File: src/rtl/core/assert_macros.svh
// ---------------------------------------------------------------------------
// Assertion macros shared by the RTL
// Concurrent checks sampled on a rising clock edge.
// ---------------------------------------------------------------------------
`ifndef ASSERT_MACROS_SVH
`define ASSERT_MACROS_SVH

// check that is off while reset is high
`define ASSERT_CLK_RST(lbl, clk, rst, prop, msg) \
   lbl: assert property (@(posedge clk) disable iff (rst) (prop)) else $error(msg);

// check that also holds while reset is high
`define ASSERT_CLK(lbl, clk, prop, msg) \
   lbl: assert property (@(posedge clk) (prop)) else $error(msg);

`endif

File: src/rtl/core/urb_pkg.sv
// ---------------------------------------------------------------------------
// urb_pkg
// Sizes, codes and types for the UART ring buffers with flush timer.
// ---------------------------------------------------------------------------
`default_nettype none

package urb_pkg;

   localparam int BUF_DEPTH     = 256;
   localparam int HW_FIFO_DEPTH = 16;
   localparam int PTR_W         = $clog2(BUF_DEPTH);
   // most bytes one drain may send
   localparam int DRAIN_MAX     = (HW_FIFO_DEPTH < 16) ? HW_FIFO_DEPTH : 16;
   localparam int LIM_W         = $clog2(DRAIN_MAX + 1);

   typedef logic [PTR_W-1:0] ptr_type;
   typedef logic [7:0]       data_type;
   typedef logic [LIM_W-1:0] lim_type;

   localparam logic [2:0] ACT_TX_PUT   = 3'd0;
   localparam logic [2:0] ACT_TICK     = 3'd1;
   localparam logic [2:0] ACT_FLUSH    = 3'd2;
   localparam logic [2:0] ACT_TX_READY = 3'd3;
   localparam logic [2:0] ACT_RX_BYTE  = 3'd4;
   localparam logic [2:0] ACT_RX_READ  = 3'd5;

   localparam logic [1:0] KIND_STATUS = 2'd0;
   localparam logic [1:0] KIND_UART   = 2'd1;
   localparam logic [1:0] KIND_READ   = 2'd2;

   localparam logic [1:0] STAT_OK       = 2'd0;
   localparam logic [1:0] STAT_TX_FULL  = 2'd1;
   localparam logic [1:0] STAT_RX_OVF   = 2'd2;
   localparam logic [1:0] STAT_RX_EMPTY = 2'd3;

   localparam logic CSR_FLUSH_DELAY = 1'b0;
   localparam logic CSR_CMD_MODE    = 1'b1;

   localparam data_type CHAR_CR         = 8'd13;
   localparam data_type CHAR_LF         = 8'd10;
   localparam data_type FLUSH_DELAY_RST = 8'd10;

endpackage

`default_nettype wire

File: src/rtl/core/urb_ram.sv
// ---------------------------------------------------------------------------
// urb_ram
// Generic single-write, single-read RAM with registered read data.
// ---------------------------------------------------------------------------
`default_nettype none

module urb_ram #(
   parameter int WIDTH = 8,
   parameter int DEPTH = 256
) (
   input  wire logic                     clock,
   input  wire logic                     wr_en,
   input  wire logic [$clog2(DEPTH)-1:0] wr_addr,
   input  wire logic [WIDTH-1:0]         wr_data,
   input  wire logic [$clog2(DEPTH)-1:0] rd_addr,
   output logic      [WIDTH-1:0]         rd_data
);

   logic [WIDTH-1:0] mem [DEPTH];

   always_ff @(posedge clock) begin
      if (wr_en) begin
         mem[wr_addr] <= wr_data;
      end
      rd_data <= mem[rd_addr];
   end

endmodule

`default_nettype wire

File: src/rtl/core/uart_ring_buffers_with_flush_timer.sv
// ---------------------------------------------------------------------------
// uart_ring_buffers_with_flush_timer
// Transmit and receive byte ring buffers with a flush countdown and drain.
//
//   channel   ports                 handshake
//   request   req_*, start, busy    taken on start && !busy
//   result    rsp_*                 rsp_strobe for one cycle, no back-pressure
//   config    csr_*                 written on csr_we
//
// A request is taken on accept; its first result shows the cycle after.
// A drain sends one byte per cycle, up to 16, through the single read port
// of the transmit store; busy stays high until the last read is issued.
// Every other request gives one result and leaves busy low.
// Reset clears pointers, countdown, limit and strobe; stores are not cleared.
// ---------------------------------------------------------------------------
`default_nettype none

module uart_ring_buffers_with_flush_timer (
   input  wire logic                clock,
   input  wire logic                reset,
   input  wire logic                start,
   output logic                     busy,
   input  wire logic [2:0]          req_action,
   input  wire urb_pkg::data_type   req_data_in,
   input  wire logic [4:0]          req_uart_space,
   output logic                     rsp_strobe,
   output logic [1:0]               rsp_kind,
   output urb_pkg::data_type        rsp_data_out,
   output logic [1:0]               rsp_status,
   output logic                     rsp_line_end,
   output logic                     rsp_last,
   input  wire logic                csr_we,
   input  wire logic                csr_index,
   input  wire urb_pkg::data_type   csr_wdata
);

   import urb_pkg::*;

`include "assert_macros.svh"

   localparam logic ST_IDLE  = 1'b0;
   localparam logic ST_DRAIN = 1'b1;

   localparam logic [1:0] SRC_NONE = 2'd0;
   localparam logic [1:0] SRC_TX   = 2'd1;
   localparam logic [1:0] SRC_RX   = 2'd2;

   logic     state_ff, state_in;
   ptr_type  tx_wr_ff, tx_wr_in, tx_rd_ff, tx_rd_in;
   ptr_type  rx_wr_ff, rx_wr_in, rx_rd_ff, rx_rd_in;
   data_type cnt_ff, cnt_in;
   data_type delay_ff, delay_in;
   logic     cmd_mode_ff, cmd_mode_in;
   lim_type  lim_ff, lim_in;

   logic       out_vld_ff, out_vld_in;
   logic [1:0] out_kind_ff, out_kind_in;
   logic [1:0] out_src_ff, out_src_in;
   logic [1:0] out_status_ff, out_status_in;
   logic       out_le_ff, out_le_in;
   logic       out_last_ff, out_last_in;

   ptr_type  tx_wr_nx, tx_rd_nx, rx_wr_nx, rx_rd_nx;
   logic     tx_full, tx_empty, rx_full, rx_empty;
   lim_type  lim_req, lim_cur;
   logic     drain_go, drain_last, do_drain, accept, le;
   logic     tx_we, rx_we;
   data_type tx_q, rx_q;

   urb_ram #(.WIDTH(8), .DEPTH(BUF_DEPTH)) u_tx_ram (
      .clock   (clock),
      .wr_en   (tx_we),
      .wr_addr (tx_wr_ff),
      .wr_data (req_data_in),
      .rd_addr (tx_rd_ff),
      .rd_data (tx_q)
   );

   urb_ram #(.WIDTH(8), .DEPTH(BUF_DEPTH)) u_rx_ram (
      .clock   (clock),
      .wr_en   (rx_we),
      .wr_addr (rx_wr_ff),
      .wr_data (req_data_in),
      .rd_addr (rx_rd_ff),
      .rd_data (rx_q)
   );

   assign busy   = (state_ff == ST_DRAIN);
   assign accept = start && !busy;

   always_comb begin
      tx_wr_nx = tx_wr_ff + ptr_type'(1);
      tx_rd_nx = tx_rd_ff + ptr_type'(1);
      rx_wr_nx = rx_wr_ff + ptr_type'(1);
      rx_rd_nx = rx_rd_ff + ptr_type'(1);
      // one slot stays free so full and empty differ
      tx_full  = (tx_wr_nx == tx_rd_ff);
      tx_empty = (tx_rd_ff == tx_wr_ff);
      rx_full  = (rx_wr_nx == rx_rd_ff);
      rx_empty = (rx_rd_ff == rx_wr_ff);

      lim_req = (req_uart_space > 5'(DRAIN_MAX)) ? LIM_W'(DRAIN_MAX)
                                                 : LIM_W'(req_uart_space);
      lim_cur    = (state_ff == ST_DRAIN) ? lim_ff : lim_req;
      drain_go   = (lim_cur != '0) && !tx_empty;
      drain_last = (lim_cur == LIM_W'(1)) || (tx_rd_nx == tx_wr_ff);

      le = cmd_mode_ff && ((req_data_in == CHAR_CR) || (req_data_in == CHAR_LF));

      state_in    = state_ff;
      tx_wr_in    = tx_wr_ff;
      tx_rd_in    = tx_rd_ff;
      rx_wr_in    = rx_wr_ff;
      rx_rd_in    = rx_rd_ff;
      cnt_in      = cnt_ff;
      delay_in    = delay_ff;
      cmd_mode_in = cmd_mode_ff;
      lim_in      = lim_ff;
      do_drain    = 1'b0;
      tx_we       = 1'b0;
      rx_we       = 1'b0;

      out_vld_in    = 1'b0;
      out_kind_in   = KIND_STATUS;
      out_src_in    = SRC_NONE;
      out_status_in = STAT_OK;
      out_le_in     = 1'b0;
      out_last_in   = 1'b1;

      if (csr_we) begin
         unique case (csr_index)
            CSR_FLUSH_DELAY: delay_in    = csr_wdata;
            CSR_CMD_MODE:    cmd_mode_in = csr_wdata[0];
            default:         ;
         endcase
      end

      unique case (state_ff)
         ST_IDLE: begin
            if (accept) begin
               out_vld_in = 1'b1;
               unique case (req_action)
                  ACT_TX_PUT: begin
                     if (tx_full) begin
                        out_status_in = STAT_TX_FULL;
                     end else begin
                        tx_we    = 1'b1;
                        tx_wr_in = tx_wr_nx;
                        cnt_in   = delay_ff;
                     end
                  end
                  ACT_TICK: begin
                     if (cnt_ff != '0) begin
                        cnt_in   = cnt_ff - 8'd1;
                        do_drain = (cnt_ff == 8'd1);
                     end
                  end
                  ACT_FLUSH: begin
                     do_drain = 1'b1;
                     cnt_in   = '0;
                  end
                  ACT_TX_READY: do_drain = 1'b1;
                  ACT_RX_BYTE: begin
                     out_le_in = le;
                     if (rx_full) begin
                        out_status_in = STAT_RX_OVF;
                     end else begin
                        rx_we    = 1'b1;
                        rx_wr_in = rx_wr_nx;
                     end
                  end
                  ACT_RX_READ: begin
                     if (rx_empty) begin
                        out_status_in = STAT_RX_EMPTY;
                     end else begin
                        out_kind_in = KIND_READ;
                        out_src_in  = SRC_RX;
                        rx_rd_in    = rx_rd_nx;
                     end
                  end
                  default: ;
               endcase
               // first byte of a drain is read in the accept cycle
               if (do_drain && drain_go) begin
                  out_kind_in = KIND_UART;
                  out_src_in  = SRC_TX;
                  out_last_in = drain_last;
                  tx_rd_in    = tx_rd_nx;
                  lim_in      = lim_cur - LIM_W'(1);
                  if (!drain_last) begin
                     state_in = ST_DRAIN;
                  end
               end
            end
         end
         ST_DRAIN: begin
            out_vld_in  = 1'b1;
            out_kind_in = KIND_UART;
            out_src_in  = SRC_TX;
            out_last_in = drain_last;
            tx_rd_in    = tx_rd_nx;
            lim_in      = lim_cur - LIM_W'(1);
            if (drain_last) begin
               state_in = ST_IDLE;
            end
         end
         default: state_in = ST_IDLE;
      endcase
   end

   always_ff @(posedge clock) begin
      if (reset) begin
         state_ff    <= ST_IDLE;
         tx_wr_ff    <= '0;
         tx_rd_ff    <= '0;
         rx_wr_ff    <= '0;
         rx_rd_ff    <= '0;
         cnt_ff      <= '0;
         delay_ff    <= FLUSH_DELAY_RST;
         cmd_mode_ff <= 1'b1;
         lim_ff      <= '0;
         out_vld_ff  <= 1'b0;
      end else begin
         state_ff    <= state_in;
         tx_wr_ff    <= tx_wr_in;
         tx_rd_ff    <= tx_rd_in;
         rx_wr_ff    <= rx_wr_in;
         rx_rd_ff    <= rx_rd_in;
         cnt_ff      <= cnt_in;
         delay_ff    <= delay_in;
         cmd_mode_ff <= cmd_mode_in;
         lim_ff      <= lim_in;
         out_vld_ff  <= out_vld_in;
      end
   end

   always_ff @(posedge clock) begin
      out_kind_ff   <= out_kind_in;
      out_src_ff    <= out_src_in;
      out_status_ff <= out_status_in;
      out_le_ff     <= out_le_in;
      out_last_ff   <= out_last_in;
   end

   always_comb begin
      case (out_src_ff)
         SRC_TX:  rsp_data_out = tx_q;
         SRC_RX:  rsp_data_out = rx_q;
         default: rsp_data_out = '0;
      endcase
   end

   assign rsp_strobe   = out_vld_ff;
   assign rsp_kind     = out_kind_ff;
   assign rsp_status   = out_status_ff;
   assign rsp_line_end = out_le_ff;
   assign rsp_last     = out_last_ff;

   `ASSERT_CLK_RST(a_request_answered, clock, reset, accept |=> rsp_strobe, "request gave no result")
   `ASSERT_CLK_RST(a_burst_contiguous, clock, reset, rsp_strobe && !rsp_last |=> rsp_strobe, "gap in drain burst")
   `ASSERT_CLK_RST(a_drain_emits, clock, reset, busy |=> (rsp_strobe && rsp_kind == KIND_UART), "drain cycle sent no byte")

endmodule

`default_nettype wire

File: config.mk
export PLATFORM = sky130hd
export DESIGN_NAME = uart_ring_buffers_with_flush_timer
export DESIGN_NICKNAME = d
export VERILOG_FILES = /design/src/rtl/core/urb_pkg.sv /design/src/rtl/core/urb_ram.sv /design/src/rtl/core/uart_ring_buffers_with_flush_timer.sv
export VERILOG_INCLUDE_DIRS = /design/src /design/src/rtl/core
export SDC_FILE = /design/constraint.sdc
export NUM_CORES = 2
export LEC_CHECK = 0
export ABC_AREA = 1
export ABC_CLOCK_PERIOD_IN_PS = 3900
export BUFFER_PORTS_ARGS = -buffer_cell sky130_fd_sc_hd__buf_4
export CORE_MARGIN = 2
export CORE_UTILIZATION = 45
export DETAILED_ROUTE_END_ITERATION = 12
export MAX_ROUTING_LAYER = met4
export PLACE_DENSITY = 0.63
export SLEW_MARGIN = 20
export SYNTH_ARGS = -nofsm -noshare
export SYNTH_HDL_FRONTEND = slang
export SYNTH_SLANG_ARGS = --single-unit
File: constraint.sdc
create_clock -name clock -period 3.9 [get_ports clock]
set_input_delay 0.78 -clock clock [delete_from_list [all_inputs] [get_ports clock]]
set_output_delay 0.78 -clock clock [all_outputs]
set_load 0.01 [all_outputs]
==> flow_summary.json <==
{
  "outcome": "completed",
  "synth_top_cells_by_count": "edfxtp_1, nand2_1, nand3_1",
  "synth-edff-count": 4096,
  "synth.most_common_cell": "edfxtp_1",
  "worstSkewPairLatency_ns": 0.99,
  "rsz0062_at_grt": "no",
  "syn-cell-area_um2": 170100,
  "ys_ff_latch": 4174,
  "place_congestion": 0.9091,
  "power.density_nw_per_um2": 500.1,
  "synthCells": 14760,
  "crit_type": "reg2out",
  "clk_path_buf_depth": 4,
  "ant_nets": 0,
  "hold_buffers": 8,
  "finalMaxSlewViolations": 0,
  "drt-wirelength-per-cell_um": 24.19,
  "period_minus_slack_ns": 3.402,
  "syn_area_per_cell_um2": 11.52,
  "dpl_cell_area_um2": 181600,
  "async_flop_share_pct": 0,
  "startpoint_type": "flip-flop",
  "firstDrtPassIters": 6,
  "drt_iter0_markers": 14530,
  "drv_cap": 0,
  "grt_max_degree": 159,
  "power_leakage_nw": 68.72,
  "synthesis.nets": 14800,
  "wl_um": 496900,
  "yosysTopAreaCell": "edfxtp_1",
  "fillCellCount": 32210,
  "grt-ovfl-total": 0,
  "min_path_type": "in2reg",
  "die_x_um": 618.8,
  "cts_tree": "yes",
  "fmax_ghz": 0.2939,
  "vias": 115400,
  "tightest_slew_ns": 1.220,
  "slew_headroom_pct": 18.65,
  "drive_gt1_share_pct": 10.69,
  "clock_sinks": 4174,
  "yosys.area.top_type_share_pct": 72.32,
  "rows": 225,
  "cts-buffers-inserted": 420,
  "ys_seq_area_share_pct": 73.24,
  "clock_skew_ns": 0.05861,
  "drcViolationCount": 0,
  "cts_resized": 0,
  "ys.flop_type": "edfxtp_1",
  "post-route-period-util_pct": 87.24,
  "hold_ws_ns": 0.07882,
  "ios": 45,
  "area_delta_synth_final_pct": 14.85,
  "crit_fanout": 8,
  "yosysWarnings": 0,
  "io_buffers": 44,
  "grt_pass1_vias": 111000,
  "cts.root.buffer_cell": "clkbuf_16",
  "final_nets": 15220,
  "max-vdd-ir-drop_uv": 473.8,
  "critPathArrivalTime_ns": 2.62,
  "cp.required_ns": 3.12,
  "design_area_um2": 195300,
  "clk_pin_slew_ns": 0.06,
  "grt_pass1_wl_um": 723000,
  "h-tree-depth": 5,
  "cts_setup_buffers": 0,
  "dieArea_um2": 382900,
  "final-hold-violation-count": 0,
  "start_util_pct": 45.25,
  "dp_hpwl_um": 299000,
  "setup-violations-final": 0,
  "die_h_um": 618.8,
  "vias_per_cell": 5.617,
  "end_kind": "output port",
  "antenna_found_initial": 16,
  "fp.coreArea_um2": 375800,
  "synth.distinct_cells": 40,
  "setup-tns-final_ns": 0,
  "synthTopCellsByArea": "edfxtp_1, nand2_1, nand3_1, nor2_1, o21ai_0",
  "track_usage_pct": 26.11
}
==> layout make-up <==
cell class | instances | area, um2 | share of cell area, %
clock inverters | 276 | 2555 | 1.308
repair buffers | 965 | 8964 | 4.589
multi-input cells | 9398 | 40960 | 20.97
well taps | 4994 | 6248 | 3.199
flip-flops and latches | 4174 | 124600 | 63.79
clock buffers | 498 | 11090 | 5.677
inverters | 216 | 863.3 | 0.4420
diodes | 19 | 47.55 | 0.02434
==> metal layers <==
metal / GRT usage (%) / wire length (um) / part of all wire [%]
met1: 33.56 / 196400 / 40
met2: 41.56 / 234600 / 47
met3: 3.202 / 39410 / 7.9
met4: 12.28 / 26540 / 5.3
met5: - / 0 / 0
==> sequential cells by signal, indices dropped and copies added, names as in the netlist, 8 cells and up <==
register,cells
cnt_ff,8
u_tx_ram.mem,2048
rx_rd_ff,8
u_rx_ram.mem,2048
tx_wr_ff,8
u_rx_ram.rd_data,8
rx_wr_ff,8
tx_rd_ff,8
u_tx_ram.rd_data,8
delay_ff,8
==> stage by stage <==
step	instances	setup WS (ns)	utilization, %	power (mW)
global route	20540	0.2920	51.97	100.3
floorplan	14760	1.133	-	54.72
detailed placement	19740	0.1200	48.31	58.38
finish	20540	0.4976	51.97	97.67
CTS	20520	0.3786	51.96	97.98
global placement	19740	0.08385	48.31	58.34
==> cells in the final DEF, fill, tap and decap left out, drive strengths merged, types with 37 or more instances in the layout <==
| cell | count |
|---|---|
| a21oi | 128 |
| inv | 225 |
| clkinv | 197 |
| edfxtp | 4096 |
| nand3 | 2480 |
| buf | 957 |
| bufinv | 40 |
| nor2 | 2096 |
| o211ai | 116 |
| o21ai | 959 |
| o22ai | 37 |
| nand2 | 3475 |
| dfxtp | 78 |
| clkbuf | 498 |
==> worst paths after layout <==
check                      startpoint                              to  slack [ns]  depth (start not counted)
max reg2reg  tx_wr_ff[1]$_SDFFE_PP0P_  u_tx_ram.mem[140][3]$_DFFE_PP_        0.52                         13
max          out_src_ff[0]$_SDFF_PP1_                 rsp_data_out[5]        0.50                          4
min                            csr_we        cmd_mode_ff$_SDFFE_PP1P_        0.08                          3
min reg2reg  delay_ff[1]$_SDFFE_PP1P_        delay_ff[1]$_SDFFE_PP1P_        0.46                          2
==> cell families after synthesis <==
kind of cell | after synthesis | synth area share [%]
AOI/OAI and AO/OA | 1250 | 3.893
xor gates and xnor gates | 37 | 0.1906
adders and majority gates | 17 | 0.1251
buffers and inverters | 1186 | 2.749
DFF | 4174 | 73.24
and+or+nand+nor | 8094 | 19.80
==> power breakdown <==
group          internal [mW]  leakage [nW]  switching [mW]
clock                   22.9          6.64            17.2
combinational           2.08          24.6            5.88
sequential              49.3          37.4           0.257
total                   74.3          68.7            23.3
==> critical path, cell delays in order (launching register included) <==
cell and delay (ns):
dfxtp_1 0.75, inv_1 0.12, ha_1 0.43, a21oi_1 0.20, buf_4 0.15
No activity file was read; power rests on OpenSTA's default activity.
